`config.mk`:
```
export PLATFORM = sky130hd
export DESIGN_NAME = modular_inverse_ext_euclid
export DESIGN_NICKNAME = d
export VERILOG_FILES = /design/src/mie_pkg.sv /design/src/mie_div.sv /design/src/modular_inverse_ext_euclid.sv
export SDC_FILE = /design/constraint.sdc
export NUM_CORES = 1
export LEC_CHECK = 0
export CORE_ASPECT_RATIO = 1.1
export CORE_UTILIZATION = 70
export DETAILED_ROUTE_END_ITERATION = 12
export DONT_BUFFER_PORTS = 1
export PLACE_DENSITY = 0.83
export SYNTH_ARGS = -nofsm -noshare
export SYNTH_HDL_FRONTEND = slang
export SYNTH_HIERARCHICAL = 1
export SYNTH_SLANG_ARGS = --single-unit
```
`constraint.sdc`:
```
create_clock -name clk -period 16.15 [get_ports clk]
set_input_delay 0.8075 -clock clk [delete_from_list [all_inputs] [get_ports clk]]
set_output_delay 0.8075 -clock clk [all_outputs]
set_load 0.03 [all_outputs]
```
`src/mie_pkg.sv`:
```
// Package for the modular inverse block: shared constants.
// No dependencies; imported by mie_div, modular_inverse_ext_euclid and the testbench.
package mie_pkg;

    // Default datapath width of the Euclid iteration
    localparam int DEFAULT_WIDTH = 32;

    // Width of the value, modulus and inverse fields on the ports
    localparam int FIELD_W = 32;

endpackage

```
`src/mie_div.sv`:
```
// Shared division unit: restoring radix-2 divider, one quotient bit per cycle,
// that also accumulates quotient * multiplicand by shift-and-add. Uses mie_pkg.
module mie_div #(
    parameter int WIDTH = mie_pkg::DEFAULT_WIDTH
) (
    input  logic             clk,
    input  logic             rst_n,
    input  logic             start,
    input  logic [WIDTH-1:0] dividend,
    input  logic [WIDTH-1:0] divisor,
    input  logic [WIDTH-1:0] mcand,
    output logic             done,
    output logic [WIDTH-1:0] remainder,
    output logic [WIDTH-1:0] product
);
    import mie_pkg::*;

    localparam int CW = $clog2(WIDTH + 1);

    // divisor and mcand are held steady by the sequencer for the whole division
    logic             active_reg, active_next;
    logic             done_reg, done_next;
    logic [CW-1:0]    cnt_reg, cnt_next;
    logic [WIDTH-1:0] dvd_reg, dvd_next;
    logic [WIDTH-1:0] rem_reg, rem_next;
    logic [WIDTH-1:0] prod_reg, prod_next;

    logic [WIDTH:0]   trial;
    logic [WIDTH:0]   diff;
    logic             ge;
    logic [WIDTH-1:0] rem_step;
    logic [WIDTH-1:0] prod_step;

    always_comb
    begin
        trial     = {rem_reg, dvd_reg[WIDTH-1]};
        diff      = trial - {1'b0, divisor};
        ge        = (trial >= {1'b0, divisor});
        rem_step  = ge ? diff[WIDTH-1:0] : trial[WIDTH-1:0];
        prod_step = {prod_reg[WIDTH-2:0], 1'b0} + (ge ? mcand : '0);
    end

    always_comb
    begin
        active_next = active_reg;
        done_next   = 1'b0;
        cnt_next    = cnt_reg;
        dvd_next    = dvd_reg;
        rem_next    = rem_reg;
        prod_next   = prod_reg;
        if (start)
        begin
            active_next = 1'b1;
            cnt_next    = CW'(WIDTH);
            dvd_next    = dividend;
            rem_next    = '0;
            prod_next   = '0;
        end
        else if (active_reg)
        begin
            dvd_next  = {dvd_reg[WIDTH-2:0], 1'b0};
            rem_next  = rem_step;
            prod_next = prod_step;
            cnt_next  = cnt_reg - CW'(1);
            if (cnt_reg == CW'(1))
            begin
                active_next = 1'b0;
                done_next   = 1'b1;
            end
        end
    end

    always_ff @(posedge clk or negedge rst_n)
    begin
        if (!rst_n)
        begin
            active_reg <= 1'b0;
            done_reg   <= 1'b0;
            cnt_reg    <= '0;
        end
        else
        begin
            active_reg <= active_next;
            done_reg   <= done_next;
            cnt_reg    <= cnt_next;
        end
    end

    always_ff @(posedge clk)
    begin
        dvd_reg  <= dvd_next;
        rem_reg  <= rem_next;
        prod_reg <= prod_next;
    end

    assign done      = done_reg;
    assign remainder = rem_reg;
    assign product   = prod_reg;

endmodule

```
`src/modular_inverse_ext_euclid.sv`:
```
// Top level of the modular inverse block: extended Euclid sequencer around
// the shared divider mie_div. Uses mie_pkg.
//
// Usage:
//   Command channel: drive value and modulus and raise start; the beat is
//   taken at a rising edge with start high and busy low. busy stays high
//   until the result has been formed.
//   Result channel: done is high for exactly one cycle, and inverse and
//   exists are valid in that cycle. The receiver cannot stall; capture the
//   beat when done is seen.
//   Sequence: each Euclid round runs a check state, WIDTH divider steps in
//   S_DIV and a fold of the quotient back into the cofactors; a final check
//   forms the result. Rounds grow to about 46 at 32 bits, and a zero
//   modulus goes straight from the first check to the result.
//   Throughput: one item at a time, set by the bit-serial divider which
//   handles one quotient bit per cycle. A new start may be issued in the
//   same cycle that done is high.
//   Reset: rst_n is asynchronous, active low; it returns the sequencer to
//   idle and clears done and busy. No item in flight survives reset.
//   inverse is 0 and exists is 0 whenever the final remainder is not one.
module modular_inverse_ext_euclid #(
    parameter int WIDTH = mie_pkg::DEFAULT_WIDTH
) (
    input  logic                       clk,
    input  logic                       rst_n,
    input  logic                       start,
    output logic                       busy,
    input  logic [mie_pkg::FIELD_W-1:0] value,
    input  logic [mie_pkg::FIELD_W-1:0] modulus,
    output logic                       done,
    output logic [mie_pkg::FIELD_W-1:0] inverse,
    output logic                       exists
);
    import mie_pkg::*;

    typedef enum logic [3:0] {
        S_IDLE  = 4'b0001,
        S_CHECK = 4'b0010,
        S_DIV   = 4'b0100,
        S_SPARE = 4'b1000
    } state_t;

    state_t state_reg, state_next;

    // Euclid registers: remainder pair, cofactor pair, parity and modulus
    logic [WIDTH-1:0] a_rem_reg, a_rem_next;
    logic [WIDTH-1:0] b_rem_reg, b_rem_next;
    logic [WIDTH-1:0] a_cof_reg, a_cof_next;
    logic [WIDTH-1:0] b_cof_reg, b_cof_next;
    logic [WIDTH-1:0] mod_reg, mod_next;
    logic             odd_reg, odd_next;

    logic               done_reg, done_next;
    logic               exists_reg, exists_next;
    logic [FIELD_W-1:0] inverse_reg, inverse_next;

    logic               div_start;
    logic               div_done;
    logic [WIDTH-1:0]   div_rem;
    logic [WIDTH-1:0]   div_prod;

    logic [WIDTH+FIELD_W-1:0] value_ext;
    logic [WIDTH+FIELD_W-1:0] modulus_ext;
    logic [WIDTH-1:0]         inv_w;
    logic [WIDTH+FIELD_W-1:0] inv_ext;
    logic                     rem_is_one;

    // Truncate or zero-extend the port fields to the datapath width
    assign value_ext   = {{WIDTH{1'b0}}, value};
    assign modulus_ext = {{WIDTH{1'b0}}, modulus};

    // Final selection: cofactor for an even round count, modulus minus it for odd
    assign rem_is_one = (a_rem_reg == WIDTH'(1));
    assign inv_w      = odd_reg ? (mod_reg - a_cof_reg) : a_cof_reg;
    assign inv_ext    = {{FIELD_W{1'b0}}, inv_w};

    mie_div #(
        .WIDTH (WIDTH)
    ) u_div (
        .clk       (clk),
        .rst_n     (rst_n),
        .start     (div_start),
        .dividend  (a_rem_reg),
        .divisor   (b_rem_reg),
        .mcand     (b_cof_reg),
        .done      (div_done),
        .remainder (div_rem),
        .product   (div_prod)
    );

    always_comb
    begin
        state_next   = state_reg;
        a_rem_next   = a_rem_reg;
        b_rem_next   = b_rem_reg;
        a_cof_next   = a_cof_reg;
        b_cof_next   = b_cof_reg;
        mod_next     = mod_reg;
        odd_next     = odd_reg;
        done_next    = 1'b0;
        exists_next  = exists_reg;
        inverse_next = inverse_reg;
        div_start    = 1'b0;
        case (state_reg)
            S_IDLE:
            begin
                if (start)
                begin
                    a_rem_next = value_ext[WIDTH-1:0];
                    b_rem_next = modulus_ext[WIDTH-1:0];
                    mod_next   = modulus_ext[WIDTH-1:0];
                    a_cof_next = WIDTH'(1);
                    b_cof_next = '0;
                    odd_next   = 1'b0;
                    state_next = S_CHECK;
                end
            end
            S_CHECK:
            begin
                if (b_rem_reg != '0)
                begin
                    // launch one division round on the shared unit
                    div_start  = 1'b1;
                    state_next = S_DIV;
                end
                else
                begin
                    // remainder sequence ended: form and post the result beat
                    done_next    = 1'b1;
                    exists_next  = rem_is_one;
                    inverse_next = rem_is_one ? inv_ext[FIELD_W-1:0] : '0;
                    state_next   = S_IDLE;
                end
            end
            S_DIV:
            begin
                if (div_done)
                begin
                    // advance the pairs: new cofactor = a_cof + quotient * b_cof
                    a_rem_next = b_rem_reg;
                    b_rem_next = div_rem;
                    a_cof_next = b_cof_reg;
                    b_cof_next = a_cof_reg + div_prod;
                    odd_next   = ~odd_reg;
                    state_next = S_CHECK;
                end
            end
            default:
            begin
                state_next = S_IDLE;
            end
        endcase
    end

    always_ff @(posedge clk or negedge rst_n)
    begin
        if (!rst_n)
        begin
            state_reg <= S_IDLE;
            done_reg  <= 1'b0;
        end
        else
        begin
            state_reg <= state_next;
            done_reg  <= done_next;
        end
    end

    always_ff @(posedge clk)
    begin
        a_rem_reg   <= a_rem_next;
        b_rem_reg   <= b_rem_next;
        a_cof_reg   <= a_cof_next;
        b_cof_reg   <= b_cof_next;
        mod_reg     <= mod_next;
        odd_reg     <= odd_next;
        exists_reg  <= exists_next;
        inverse_reg <= inverse_next;
    end

    assign busy    = (state_reg != S_IDLE);
    assign done    = done_reg;
    assign exists  = exists_reg;
    assign inverse = inverse_reg;

`ifndef ASSERT_OFF
    // The result beat is posted only as the sequencer returns to idle
    a_done_idle: assert property (@(posedge clk) disable iff (!rst_n)
        done |-> !busy)
        else $error("result beat posted while busy");

    // No inverse is reported when the final remainder was not one
    a_zero_when_none: assert property (@(posedge clk) disable iff (!rst_n)
        (done && !exists) |-> (inverse == '0))
        else $error("nonzero inverse without exists");

    // The divider only reports completion while a round is pending
    a_div_in_round: assert property (@(posedge clk) disable iff (!rst_n)
        div_done |-> (state_reg == S_DIV))
        else $error("divider done outside a division round");

    // An accepted command beat always starts work
    a_start_busy: assert property (@(posedge clk) disable iff (!rst_n)
        (start && !busy) |=> (busy && !done))
        else $error("accepted command did not raise busy");
`endif

endmodule

```
==> Word level (Yosys, flattened, before mapping) <==
Index checks and enable logic that the tools add are counted.
{ "word_totals": {"out_inout_bits": 35, "register_bits": 303, "in_bits": 67, "wordCells": 75} }
{ "classes": {"addsub": 5, "magnitude_cmp": 1, "muxes": 36, "n_eq_ne": 8, "n_reduce_logical": 7, "bitwise_logic": 2} }
{ "ops": {"columns": ["operator", "count"], "rows": [
  ["two-way mux 32 bit", 13],
  ["one-hot mux 32 bit (2 select lines)", 4],
  ["adder 32 bit", 2],
  ["subtractor 32 bit", 2],
  [">= comparator 33 x 32 -> 1 bit", 1],
  ["== test 32 x 1 -> 1 bit (second input constant)", 1],
  ["nonzero test 32 bit", 1],
  ["two-way mux 1 bit", 12],
  ["two-way mux 6 bit", 2],
  ["one-hot mux 4 bit (3 select lines)", 1],
  ["two-way mux 4 bit", 2],
  ["== test 6 x 1 -> 1 bit (second input constant)", 1],
  ["AND reduction 2 bit", 3],
  ["subtractor 6 x 1 -> 6 bit (second input constant)", 1],
  ["== test 4 x 1 -> 1 bit (second input constant)", 1],
  ["== test 4 x 2 -> 1 bit (second input constant)", 1],
  ["== test 4 x 3 -> 1 bit (second input constant)", 1],
  ["inequality test 4 x 1 -> 1 bit (second input constant)", 1],
  ["nonzero test 2 bit", 2],
  ["two-way mux 3 bit", 1],
  ["AND reduction 3 bit", 1],
  ["inequality test 2 x 1 -> 1 bit (second input constant)", 1],
  ["inequality test 2 bit (second input constant)", 1],
  ["inverter 1 bit", 2],
  ["one-hot mux 1 bit (2 select lines)", 1]
]} }

==> Logic depth before layout (Yosys ltp) <==
{ "logic_depth": {"depth_word": 4, "mapped_depth": 24, "ltp_nobuf": 20} }

==> Modules after synthesis <==
Netlist, hierarchy kept.
{ "by_module_without_submodules": {"columns": ["mod", "instances", "cells_per_inst", "area_per_inst_um2", "seq_area_each_um2"], "rows": [
  ["modular_inverse_ext_euclid", 1, 1102, 11275.8, 5926.9],
  ["mie_div", 1, 878, 7527.2, 2442.3]
]} }

==> Worst setup path before layout <==
No wires, ideal clock.
{ "synth_timing": {"kind": "register -> register", "start": "register state_reg[0]", "end": "register a_cof_reg[0], enable pin", "t_required_ns": 15.663, "stages_incl_launch_ff": 4, "setup_slack_ns": 10.384, "t_arrival_ns": 5.280, "path_buffers": 0, "synth_period_minus_slack_ns": 5.766, "setup_time_ns": 0.487, "cell_sequence": "dfstp_2 -> or3b_2 -> nor2_1 -> a21o_1"} }
{ "synth_via": {"elab_chain_len": 3, "word_cells_on_any_way": 6, "cone_classes": "eq/ne: 4; reduce/logical: 2"} }
{ "synth_lines": {"columns": ["element", "line", "text"], "rows": [
  ["start: declaration", "modular_inverse_ext_euclid.sv:43", "state_t state_reg, state_next;"],
  ["start signal: assignment", "modular_inverse_ext_euclid.sv:164", "state_reg <= state_next;"],
  ["== test 4 x 3 -> 1 bit or == test 4 x 1 -> 1 bit (tied branches)", "modular_inverse_ext_euclid.sv:104", "case (state_reg)"],
  ["inequality test 2 x 1 -> 1 bit (no source line) (tied with other cells)", null, null],
  ["AND reduction 3 bit (no source line) (*)", null, null],
  ["end signal: assignment", "modular_inverse_ext_euclid.sv:173", "a_cof_reg <= a_cof_next;"],
  ["end: declaration", "modular_inverse_ext_euclid.sv:48", "logic [WIDTH-1:0] a_cof_reg, a_cof_next;"]
]} }
Every way passes the cells marked *; elsewhere a longest branch is shown, timed or not.
A chain may end at the register's enable or synchronous reset.

==> Worst setup path in the final report <==
{ "layout_timing": {"start": "register b_rem_reg[6]", "end": "register u_div.prod_reg[30], in the netlist u_div/product[30]"} }
{ "layout_via": {"elab_chain_len": 3, "word_cells_on_any_way": 6, "cone_classes": "add/sub: 1; order compare: 1; mux: 3; reduce/logical: 1"} }
{ "layout_lines": {"columns": ["element", "line", "text"], "rows": [
  ["start: declaration", "modular_inverse_ext_euclid.sv:47", "logic [WIDTH-1:0] b_rem_reg, b_rem_next;"],
  ["start signal: assignment", "modular_inverse_ext_euclid.sv:172", "b_rem_reg <= b_rem_next;"],
  [">= comparator 33 x 32 -> 1 bit or nonzero test 32 bit (tied branches)", "mie_div.sv:38, modular_inverse_ext_euclid.sv:120", null],
  ["two-way mux 32 bit or two-way mux 1 bit (tied branches)", "mie_div.sv:40, modular_inverse_ext_euclid.sv:120", null],
  ["adder 32 bit or two-way mux 1 bit (tied branches)", "mie_div.sv:40, modular_inverse_ext_euclid.sv:104", null],
  ["end signal: assignment", "mie_div.sv:93", "prod_reg <= prod_next;"],
  ["end: declaration", "mie_div.sv:26", "logic [WIDTH-1:0] prod_reg, prod_next;"]
]} }
Parallel ways exist; a longest one is shown, timed or not.

==> flow_metrics.tcl <==
set metrics [dict create \
    fp.dieW_um 158 \
    tightest_slew_ns 1.26 \
    fin_skew_ns 0.0190 \
    cp_cell_sequence "inv_1 > ha_1 > a21oi_1 > nand2b_1 > o21ai_2 > o221ai_2 > a31oi_1 > o211a_4 > buf_4 > nor2b_1 > ha_1 > a211oi_1 > o211ai_1 > a41oi_1 > o2111ai_1 > a41oi_1 > o21bai_1 > a21oi_1 > xor2_1 > o21ai_1" \
    cts.sinks 302 \
    grt.busiest_layer "met2" \
    start_kind "flip-flop" \
    min_period_ns 5.97 \
    cts_buffer_depth 3 \
    drt_wl_total_um 50800 \
    post-route-period-util 0.369 \
    nets 2139 \
    core_area_um2 26200 \
    post_cts_buffers 0 \
    syn-cell-area_um2 18800 \
    synth_cell_types 87 \
    setup_viol 0 \
    path_delay_family "compound AO/OA/AOI/OAI gates" \
    use_met1 0.519 \
    synth_area_leaders "edfxtp_1, ha_1, dfxtp_1" \
    synth-edff-count 226 \
    hold-worst-slack_ns 0.125 \
    cp.arrival_ns 6.35 \
    root_buffer "clkbuf_16" \
    crit_fanout 59 \
    cts.clk_slew.worst_paths_ns 0.06 \
    numCtsBuffers 34 \
    cp_slowest_cell "buf_4" \
    path_buf_inv 2 \
    antenna_found_initial 4 \
    die_h_um 174 \
    hold_path_class "in -> async" \
    synth.net_count 2177 \
    grt_max_degree 87 \
    setup_ws_ns 10.18 \
    outcome "finished, final reports clean" \
    fmax_mhz 168 \
    cts_max_level 2 \
    worstRegToRegCells 20 \
    synth_flop_cell "edfxtp_1" \
    grtUsageMet3 0.0820 \
    layout-drive-gt1-share 0.0701 \
    routedWlPerCell_um 21.9 \
    overflow 0 \
    yosysSeqAreaShare 0.445 \
    area_growth_pct 6.85 \
    rsz0062_at_grt "no" \
    cap_violations 0 \
    synth.avg_cell_area_um2 9.50 \
    synth_top_area_share 0.361 \
    hold_viol 0 \
    postRouteAntennaNets 0 \
    maxSlewViolCount 0 \
    path_class "reg -> reg" \
    num_vias 15200 \
    dp.cells 2257 \
    async_flop_share 0.0397 \
    start_util 0.717 \
    grt_use_total 0.374 \
    synth_top_area_cell "edfxtp_1" \
    hpwlAfterDp_um 36800 \
    ys_ff_latch 302 \
    cpPeakStageDelay_ns 0.62 \
    cp_num_cells 20 \
    synth_most_common_cell "nand2_1" \
    drt_iter0_drc 1820 \
    p_leak_uw 0.00845 \
    yosys_warnings 6 \
    critical_path_required_ns 16.53 \
    syn-instance-count 1980 \
    finalSetupTns_ns 0 \
    dr.pass1.iters 6 \
    final_cells 2324 \
    p_per_area_nw_per_um2 231 \
    finish.utilization 0.766 \
    place_ws_ns 10.41 \
    multiInputGateArea_um2 9770 \
    ioPinCount 102 \
    grt_use_met2 0.582 \
    cts_tree "yes" \
    place.gp.congestion 1.01 \
    fillers 1777 \
    slew_headroom 0.157 \
    clk_latency_ns 0.53 \
    die_area_um2 27500 \
    via_per_inst 6.52 \
    crit_path_end_kind "flip-flop" \
    irDropWorstVdd_mv 0.164 \
    netlist_top_cells_count "nand2_1, edfxtp_1, nor2_1, a21oi_1, ha_1" \
    route.detailed.drc 0 \
    seqCellArea_um2 8370 \
    portBuffers 0 \
    grt_pass1_wl_um 78500 \
    rows 62 \
    grt_pass1_vias 14200 \
]
## logic make-up (layout without fill, tap and decap cells)
family	Yosys count	count (layout)	share of synthesized area
AOI/OAI and AO/OA	442	442	0.156
xor gates and xnor gates	116	116	0.0540
adders and majority gates	130	130	0.0881
buffers and inverters	185	173	0.0380
DFF	302	302	0.445
muxes	79	79	0.0442
other	0	4	0
and+or+nand+nor	726	726	0.175
## per-stage QoR
step,total power [uW],cell area (um2)
after floorplan,3270,18800
after global placement,3740,19000
after detailed placement,3820,19000
after CTS,4580,20100
after global routing,4930,20100
final,4630,20100
## timing repair
action,in CTS,in global routing
hold buffers,1,0
resized for setup,0,0
endpoints found under the hold margin,11,0
## path summary, 6_finish.rpt
path	startpoint	end	slack (ns)
min in group clk	modulus[23]	mod_reg[23]$_DFFE_PP_	0.37
worst max-delay path	b_rem_reg[6]$_DFFE_PP_	u_div/product[30]$_SDFFE_PP0P_	10.18
worst min-delay path	rst_n	state_reg[0]$_DFFE_PN1P_	0.12
worst max register to register	b_rem_reg[6]$_DFFE_PP_	u_div/product[30]$_SDFFE_PP0P_	10.18
max in group asynchronous	rst_n	u_div/active_reg$_DFF_PN0_	15.03
worst min register to register	u_div/remainder[26]$_SDFFE_PP0P_	u_div/remainder[26]$_SDFFE_PP0P_	0.50
## where the power goes
part	leakage (uW)	switching (uW)	internal, uW
logic	0.00501	1500	1020
registers	0.00293	219	1150
clock network	0.000514	318	421
total	0.00845	2040	2590
## cell type report
cell class	instances	area share
inverter	99	0.0185
multi-input combinational	1493	0.486
sequential	302	0.417
antenna	4	0.000498
tap	352	0.0219
timing repair buffer	12	0.00461
clock buffer	49	0.0462
clock inverter	13	0.00554
## metal layers
metal | wire length [um] | vias up
met3 | 5680 | 104
met4 | 1490 | 2
met2 | 23100 | 810
li1 | - | 7028
met1 | 20500 | 7208
met5 | 13 | -
## cells in the final DEF, fill, tap and decap left out, types with 48 or more instances in the layout
cell,Yosys,routed
a21oi_1,131,131
dfxtp_1,64,64
edfxtp_1,226,226
ha_1,126,126
inv_1,99,99
nand2_1,292,291
nor2_1,202,199
o21ai_0,68,68
xnor2_1,68,68
xor2_1,48,48
Note: power is estimated with default switching activity, not from simulation.
